[config.mk]
export PLATFORM = sky130hd
export DESIGN_NAME = sensor_threshold_alert_table
export DESIGN_NICKNAME = d
export VERILOG_FILES = /design/src/design/stat_pkg.sv /design/src/design/sensor_threshold_alert_table.sv /design/src/design/stat_limit_regs.sv /design/src/design/stat_classify.sv /design/src/design/stat_alert_table.sv
export SDC_FILE = /design/constraint.sdc
export NUM_CORES = 1
export LEC_CHECK = 0
export BUFFER_PORTS_ARGS = -buffer_cell sky130_fd_sc_hd__buf_2
export CAP_MARGIN = 10
export CORE_MARGIN = 2
export CORE_UTILIZATION = 25
export DETAILED_ROUTE_END_ITERATION = 6
export HOLD_SLACK_MARGIN = 0.12
export MAX_ROUTING_LAYER = met4
export SETUP_SLACK_MARGIN = 0.4
export SYNTH_ARGS = -nofsm -noshare
export SYNTH_HDL_FRONTEND = slang
export SYNTH_SLANG_ARGS = --single-unit
[constraint.sdc]
create_clock -name clk -period 5.3 [get_ports clk]
set_input_delay 0.795 -clock clk [delete_from_list [all_inputs] [get_ports clk]]
set_output_delay 0.795 -clock clk [all_outputs]
set_load 0.005 [all_outputs]
[src/design/stat_pkg.sv]
// Package for the sensor threshold alert table.
// Holds request, severity and event codes, register indexes, reset limits
// and the marker byte lookup. Depends on nothing.
package stat_pkg;

  localparam int TEMP_W    = 18;
  localparam int PCT_W     = 8;
  localparam int CFG_IDX_W = 3;
  localparam int CFG_DAT_W = 18;

  typedef enum logic [1:0] {
    REQ_TEMP     = 2'd0,
    REQ_HUMIDITY = 2'd1,
    REQ_SOIL     = 2'd2,
    REQ_CLEAR    = 2'd3
  } req_t;

  typedef enum logic [2:0] {
    SEV_NONE     = 3'd0,
    SEV_LOW      = 3'd1,
    SEV_MEDIUM   = 3'd2,
    SEV_HIGH     = 3'd3,
    SEV_CRITICAL = 3'd4
  } sev_t;

  typedef enum logic [2:0] {
    EVT_NONE      = 3'd0,
    EVT_TEMP_HIGH = 3'd1,
    EVT_TEMP_LOW  = 3'd2,
    EVT_HUM_HIGH  = 3'd3,
    EVT_HUM_LOW   = 3'd4,
    EVT_SOIL_DRY  = 3'd5
  } evt_t;

  // Configuration register indexes
  localparam logic [CFG_IDX_W-1:0] CFG_TEMP_HIGH = 3'd0;
  localparam logic [CFG_IDX_W-1:0] CFG_TEMP_LOW  = 3'd1;
  localparam logic [CFG_IDX_W-1:0] CFG_HUM_HIGH  = 3'd2;
  localparam logic [CFG_IDX_W-1:0] CFG_HUM_LOW   = 3'd3;
  localparam logic [CFG_IDX_W-1:0] CFG_SOIL_DRY  = 3'd4;

  // Limit values after reset
  localparam logic signed [TEMP_W-1:0] RST_TEMP_HIGH = 18'sd40000;
  localparam logic signed [TEMP_W-1:0] RST_TEMP_LOW  = -18'sd10000;
  localparam logic [PCT_W-1:0]         RST_HUM_HIGH  = 8'd90;
  localparam logic [PCT_W-1:0]         RST_HUM_LOW   = 8'd10;
  localparam logic [PCT_W-1:0]         RST_SOIL_DRY  = 8'd20;

  // Notification markers
  localparam logic [7:0] MARK_CRITICAL = 8'h21; // '!'
  localparam logic [7:0] MARK_HIGH     = 8'h5E; // '^'
  localparam logic [7:0] MARK_MEDIUM   = 8'h7E; // '~'
  localparam logic [7:0] MARK_LOW      = 8'h2E; // '.'

  typedef struct packed {
    logic signed [TEMP_W-1:0] temp_high;
    logic signed [TEMP_W-1:0] temp_low;
    logic [PCT_W-1:0]         hum_high;
    logic [PCT_W-1:0]         hum_low;
    logic [PCT_W-1:0]         soil_dry;
  } limits_t;

  typedef struct packed {
    logic valid;  // an item is present this cycle
    logic raise;  // a limit was crossed
    logic clear;  // clear-all request
    sev_t sev;
    evt_t evt;
  } alert_t;

  function automatic logic [7:0] marker_for(sev_t sev);
    logic [7:0] m;
    case (sev)
      SEV_CRITICAL: m = MARK_CRITICAL;
      SEV_HIGH:     m = MARK_HIGH;
      SEV_MEDIUM:   m = MARK_MEDIUM;
      default:      m = MARK_LOW;
    endcase
    return m;
  endfunction

endpackage

[src/design/sensor_threshold_alert_table.sv]
// Top level of the sensor threshold alert table.
// Depends on stat_pkg, stat_limit_regs, stat_classify and stat_alert_table.
//
//   Request channel: a request (req_type, temp_reading, percent_reading) is
//   taken at a rising edge where start is high and busy is low. busy is
//   high while reset is held and for the first cycle after it drops; after
//   that one request can be issued every cycle.
//   Result channel: done pulses for one cycle with the result on the result
//   ports. A taken request goes through the input register and then the
//   result register before its result shows. Throughput is one request per
//   cycle, set by the single registered pass from the input register
//   through the limit compare to the result register. The receiver cannot
//   stall; take every result while done is high.
//   Configuration channel: cfg_ready follows !busy; a write lands when
//   cfg_valid and cfg_ready are both high. Indexes beyond the five limits
//   are ignored. Write limits only while no request is in flight.
//   Reset (rst, synchronous) restores the default limits and empties the
//   alert table. Slots fill lowest first and clear only all together, so
//   the table is held as a fill count and a running maximum severity.
module sensor_threshold_alert_table
  import stat_pkg::*;
#(
  parameter int ALERT_SLOTS = 8
) (
  input  logic                 clk,
  input  logic                 rst,
  input  logic                 start,
  output logic                 busy,
  input  logic [1:0]           req_type,
  input  logic signed [17:0]   temp_reading,
  input  logic [7:0]           percent_reading,
  output logic                 done,
  output logic                 alert_stored,
  output logic                 alert_dropped,
  output logic [2:0]           raised_severity,
  output logic [2:0]           raised_event,
  output logic [7:0]           notify_byte,
  output logic [3:0]           active_count,
  output logic [2:0]           highest_severity,
  input  logic                 cfg_valid,
  output logic                 cfg_ready,
  input  logic [CFG_IDX_W-1:0] cfg_index,
  input  logic [CFG_DAT_W-1:0] cfg_data
);

  logic                     req_valid;
  req_t                     req_q;
  logic signed [TEMP_W-1:0] temp_q;
  logic [PCT_W-1:0]         pct_q;
  limits_t                  limits;
  alert_t                   alert;
  logic                     accept;

  // Limits are plain registers: ready as soon as busy drops after reset
  assign cfg_ready = !busy;
  assign accept    = start && !busy;

  // Hold busy for one cycle out of reset
  always_ff @(posedge clk) begin
    if (rst) begin
      busy      <= 1'b1;
      req_valid <= 1'b0;
    end else begin
      busy      <= 1'b0;
      req_valid <= accept;
    end
  end

  // Input register: capture the request fields
  always_ff @(posedge clk) begin
    if (accept) begin
      req_q  <= req_t'(req_type);
      temp_q <= temp_reading;
      pct_q  <= percent_reading;
    end
  end

  stat_limit_regs u_limits (
    .clk      (clk),
    .rst      (rst),
    .wr_en    (cfg_valid && cfg_ready),
    .wr_index (cfg_index),
    .wr_data  (cfg_data),
    .limits   (limits)
  );

  stat_classify u_classify (
    .valid  (req_valid),
    .req    (req_q),
    .temp   (temp_q),
    .pct    (pct_q),
    .limits (limits),
    .alert  (alert)
  );

  stat_alert_table #(
    .ALERT_SLOTS (ALERT_SLOTS)
  ) u_table (
    .clk              (clk),
    .rst              (rst),
    .alert            (alert),
    .done             (done),
    .alert_stored     (alert_stored),
    .alert_dropped    (alert_dropped),
    .raised_severity  (raised_severity),
    .raised_event     (raised_event),
    .notify_byte      (notify_byte),
    .active_count     (active_count),
    .highest_severity (highest_severity)
  );

endmodule

[src/design/stat_limit_regs.sv]
// Configuration registers holding the five alert limits.
// Depends on stat_pkg for indexes, widths and reset values.
module stat_limit_regs
  import stat_pkg::*;
(
  input  logic                 clk,
  input  logic                 rst,
  input  logic                 wr_en,
  input  logic [CFG_IDX_W-1:0] wr_index,
  input  logic [CFG_DAT_W-1:0] wr_data,
  output limits_t              limits
);

  always_ff @(posedge clk) begin
    if (rst) begin
      limits.temp_high <= RST_TEMP_HIGH;
      limits.temp_low  <= RST_TEMP_LOW;
      limits.hum_high  <= RST_HUM_HIGH;
      limits.hum_low   <= RST_HUM_LOW;
      limits.soil_dry  <= RST_SOIL_DRY;
    end else if (wr_en) begin
      unique case (wr_index)
        CFG_TEMP_HIGH: limits.temp_high <= $signed(wr_data[TEMP_W-1:0]);
        CFG_TEMP_LOW:  limits.temp_low  <= $signed(wr_data[TEMP_W-1:0]);
        CFG_HUM_HIGH:  limits.hum_high  <= wr_data[PCT_W-1:0];
        CFG_HUM_LOW:   limits.hum_low   <= wr_data[PCT_W-1:0];
        CFG_SOIL_DRY:  limits.soil_dry  <= wr_data[PCT_W-1:0];
        default: ; // drop writes to unknown indexes
      endcase
    end
  end

endmodule

[src/design/stat_classify.sv]
// Limit comparison: turns one registered request into an alert code.
// Depends on stat_pkg for request, severity and event codes.
module stat_classify
  import stat_pkg::*;
(
  input  logic                     valid,
  input  req_t                     req,
  input  logic signed [TEMP_W-1:0] temp,
  input  logic [PCT_W-1:0]         pct,
  input  limits_t                  limits,
  output alert_t                   alert
);

  always_comb begin
    alert.valid = valid;
    alert.raise = 1'b0;
    alert.clear = 1'b0;
    alert.sev   = SEV_NONE;
    alert.evt   = EVT_NONE;
    unique case (req)
      REQ_TEMP: begin
        if (temp > limits.temp_high) begin
          alert.raise = 1'b1;
          alert.sev   = SEV_HIGH;
          alert.evt   = EVT_TEMP_HIGH;
        end else if (temp < limits.temp_low) begin
          alert.raise = 1'b1;
          alert.sev   = SEV_MEDIUM;
          alert.evt   = EVT_TEMP_LOW;
        end
      end
      REQ_HUMIDITY: begin
        // high test first: it wins when limits overlap
        if (pct > limits.hum_high) begin
          alert.raise = 1'b1;
          alert.sev   = SEV_LOW;
          alert.evt   = EVT_HUM_HIGH;
        end else if (pct < limits.hum_low) begin
          alert.raise = 1'b1;
          alert.sev   = SEV_MEDIUM;
          alert.evt   = EVT_HUM_LOW;
        end
      end
      REQ_SOIL: begin
        if (pct < limits.soil_dry) begin
          alert.raise = 1'b1;
          alert.sev   = SEV_HIGH;
          alert.evt   = EVT_SOIL_DRY;
        end
      end
      REQ_CLEAR: alert.clear = 1'b1;
      default: ;
    endcase
  end

endmodule

[src/design/stat_alert_table.sv]
// Alert table occupancy and result register.
// Depends on stat_pkg for the alert struct, codes and marker lookup.
module stat_alert_table
  import stat_pkg::*;
#(
  parameter int ALERT_SLOTS = 8
) (
  input  logic       clk,
  input  logic       rst,
  input  alert_t     alert,
  output logic       done,
  output logic       alert_stored,
  output logic       alert_dropped,
  output logic [2:0] raised_severity,
  output logic [2:0] raised_event,
  output logic [7:0] notify_byte,
  output logic [3:0] active_count,
  output logic [2:0] highest_severity
);

  localparam int CNT_W = $clog2(ALERT_SLOTS + 1);

  // Slots fill lowest first and are only freed all at once, so the
  // occupied slots are always a prefix: the fill count is the table.
  logic [CNT_W-1:0] fill;
  logic [CNT_W-1:0] fill_next;
  sev_t             top_sev;
  sev_t             top_sev_next;
  logic             full;
  logic             store;

  assign full  = (fill == CNT_W'(ALERT_SLOTS));
  assign store = alert.valid && alert.raise && !full;

  always_comb begin
    fill_next    = fill;
    top_sev_next = top_sev;
    if (alert.valid && alert.clear) begin
      fill_next    = '0;
      top_sev_next = SEV_NONE;
    end else if (store) begin
      fill_next = fill + CNT_W'(1);
      if (alert.sev > top_sev) begin
        top_sev_next = alert.sev;
      end
    end
  end

  always_ff @(posedge clk) begin
    if (rst) begin
      fill    <= '0;
      top_sev <= SEV_NONE;
      done    <= 1'b0;
    end else begin
      fill    <= fill_next;
      top_sev <= top_sev_next;
      done    <= alert.valid;
    end
  end

  // Result payload
  always_ff @(posedge clk) begin
    if (alert.valid) begin
      alert_stored     <= store;
      alert_dropped    <= alert.raise && full;
      raised_severity  <= store ? alert.sev : SEV_NONE;
      raised_event     <= store ? alert.evt : EVT_NONE;
      notify_byte      <= store ? marker_for(alert.sev) : 8'h00;
      active_count     <= 4'(fill_next);
      highest_severity <= top_sev_next;
    end
  end

endmodule

==> results.cfg <==
[floorplanning]
initial_utilization = 0.252
core-area_um2 = 22400
die_w_um = 154
die_y_um = 154
io_pins = 79
rows = 55
dieArea_um2 = 23900

[grt]
antenna_found_initial = 2
grt_pass1_wl_um = 21400
grt_usage = 0.120
grt_pass1_vias = 4186
gr-total-overflow = 0
grt_max_degree = 65

[timing]
final.setup.tns_ns = 0
period_minus_slack_ns = 3.94
tightest_slew_ns = 1.09
skew_ns = 0.00772
report.final.slew_viol_count = 0
slew_headroom = 0.272
hold_ws_ns = 0.452
period_share = 0.744
max_clock_freq_mhz = 254
rsz0062_at_grt = no
setup_viol = 0
hold_viol_final = 0

[detailed_routing]
drt_iter0_markers = 248
drc_errors = 0
vias = 4200
vias_per_cell = 4.40
wire_per_inst_um = 13.7
firstDrtPassIters = 4
finalWirelength_um = 13100
drtAntennaViolNets = 0

[clocking]
clk_pin_slew_ns = 0.05
postCtsSetupBuffers = 0
hold_buffers = 0
ctsResizeCount = 0
cts_buffer_depth = 2
clk_latency_ns = 0.41
clock-sinks = 114
cts_root_buf = clkbuf_16
numCtsBuffers = 17
htreeDepth = 4
cts_tree = yes

[power_and_ir_drop]
finalPower_mw = 2.12
power.density_nw_per_um2 = 310
ir_worst_vdd_mv = 0.170
cellLeakagePower_nw = 3.03

[synth]
synth_cells = 582
synth_top_area_frac = 0.248
synth_top_area_cell = dfxtp_1
synth_edf_count = 44
synth_flop_cell = dfxtp_1
synth.area.top_cells = dfxtp_1, edfxtp_1, ha_1
yosys_warnings = 0
async_reset_ff_frac = 0
synth_cell_type_count = 49
yosysSeqAreaShare = 0.481
avgSynthCellArea_um2 = 9.73
netlist_area_um2 = 5660
ys_ff_latch = 114

[place]
hpwl_um = 9770
port_buffers = 75
gp_congestion = 0.846

[critical_path]
worst-path-max-fanout = 4
rr_worst_depth = 13
path_cells = ha_1, a211oi_1, nor2_1, a2111oi_0, o31ai_1, o21ai_0, nand2_1, nor2_1, inv_1, ha_1, a2111oi_0, o21ai_2, mux2i_1
slowest_delay_ns = 0.62
worstSetupStartpointType = register
crit_slowest_cell = a2111oi_0
cp-end-kind = register
arrival_ns = 4.09
critPathRequiredTime_ns = 5.45
path_class = reg2reg

[min_path]
worst_hold_path.num_cells = 2
hold_path_class = reg2reg

[finish]
multi_input_area_um2 = 2550
final_common_cell = buf_2
final_layout_size_suffix_gt1_frac = 0.169
layout_common_cells = buf_2, inv_1, dfxtp_1, nand2_1, ha_1
nNetsFinal = 770
regArea_um2 = 2720
fill_cells = 2370
syn_to_final_growth_pct = 21.0

[run_status]
status = completed

[flow_run]
maxCapViolCount = 0
kinds of logic (layout without fill, tap and decap cells):
group                    after synthesis  after routing  synth area share
AO/OA/AOI/OAI                        116            116             0.140
other                                  1              5          0.000662
buffers and inverters                 99            183            0.0707
adder cells (fa/ha/maj)               61             61             0.135
AND/OR/NAND/NOR                      169            169             0.134
flip-flops                           114            114             0.481
multiplexers                          22             22            0.0389
path summary, 6_finish.rpt:
path                                    start                               endpoint  slack (ns)
max                       temp_q[7]$_DFFE_PP_  u_table.highest_severity[1]$_DFFE_PP_        1.36
min reg2reg  u_limits.limits[37]$_SDFFE_PP0P_       u_limits.limits[37]$_SDFFE_PP0P_        0.45
max reg2reg               temp_q[7]$_DFFE_PP_  u_table.highest_severity[1]$_DFFE_PP_        1.36
min          u_limits.limits[37]$_SDFFE_PP0P_       u_limits.limits[37]$_SDFFE_PP0P_        0.45
Yosys cell counts (2+ instances only):
library cell / instances
a2111oi_0: 3
a211o_1: 25
a211oi_1: 9
a21o_1: 3
a21oi_1: 42
and2_1: 3
and3_1: 2
and4_1: 2
buf_4: 7
clkbuf_1: 17
dfxtp_1: 70
edfxtp_1: 44
ha_1: 61
inv_1: 73
mux2i_1: 22
nand2_1: 66
nand2b_1: 8
nand3_1: 2
nand3b_1: 4
nand4_1: 8
nor2_1: 60
nor2b_1: 4
nor4_1: 2
o2111ai_1: 2
o21a_1: 3
o21ai_0: 11
o21ai_1: 4
o21bai_1: 2
or2_2: 2
or3_1: 2
worst max-delay path, delay by kind of cell, from the launching register on:
family	cells	cell delay (ns)
muxes	1	0.16
DFF	1	0.40
AOI/OAI and AO/OA	6	1.96
buffers and inverters	1	0.11
and+or+nand+nor	3	0.40
adders and majority gates	2	0.64
routing by layer:
| layer | routed length (µm) | track usage | part of all wire |
|---|---|---|---|
| met5 | 0 | - | 0 |
| met3 | 794 | 0.0339 | 0.061 |
| met2 | 5980 | 0.189 | 0.46 |
| met4 | 237 | 0.0419 | 0.018 |
| met1 | 6100 | 0.146 | 0.46 |
where the power goes:
part | internal [mW] | total (mW) | switching (mW)
Clock | 0.656 | 1.03 | 0.374
Sequential | 0.934 | 0.949 | 0.0149
Combinational | 0.0590 | 0.143 | 0.0838
Total | 1.65 | 2.12 | 0.472
state kept, by name, indices dropped and copies added, names as in the netlist, 2 cells and up:
register                  flops
pct_q                         8
temp_q                       18
u_limits.limits              60
req_q                         2
u_table.top_sev               3
u_table.fill                  4
u_table.active_count          4
u_table.highest_severity      3
u_table.notify_byte           3
u_table.raised_event          3
cell type report:
type	count	area share
antenna	2	0.000730
clock buffer	26	0.0745
clock inverter	5	0.00402
inverter	74	0.0409
multi-input combinational	371	0.372
sequential	114	0.397
tap	285	0.0520
timing repair buffer	78	0.0581
per-stage QoR:
stage	cell area [µm²]	cells	worst slack [ns]	utilization
floorplan	5670	584	1.96	-
global placement	6310	922	1.56	0.281
detailed placement	6310	922	1.46	0.281
CTS	6850	953	1.41	0.305
global route	6850	955	0.877	0.305
finish	6850	955	1.36	0.305
(Power assumes the default switching activity.)
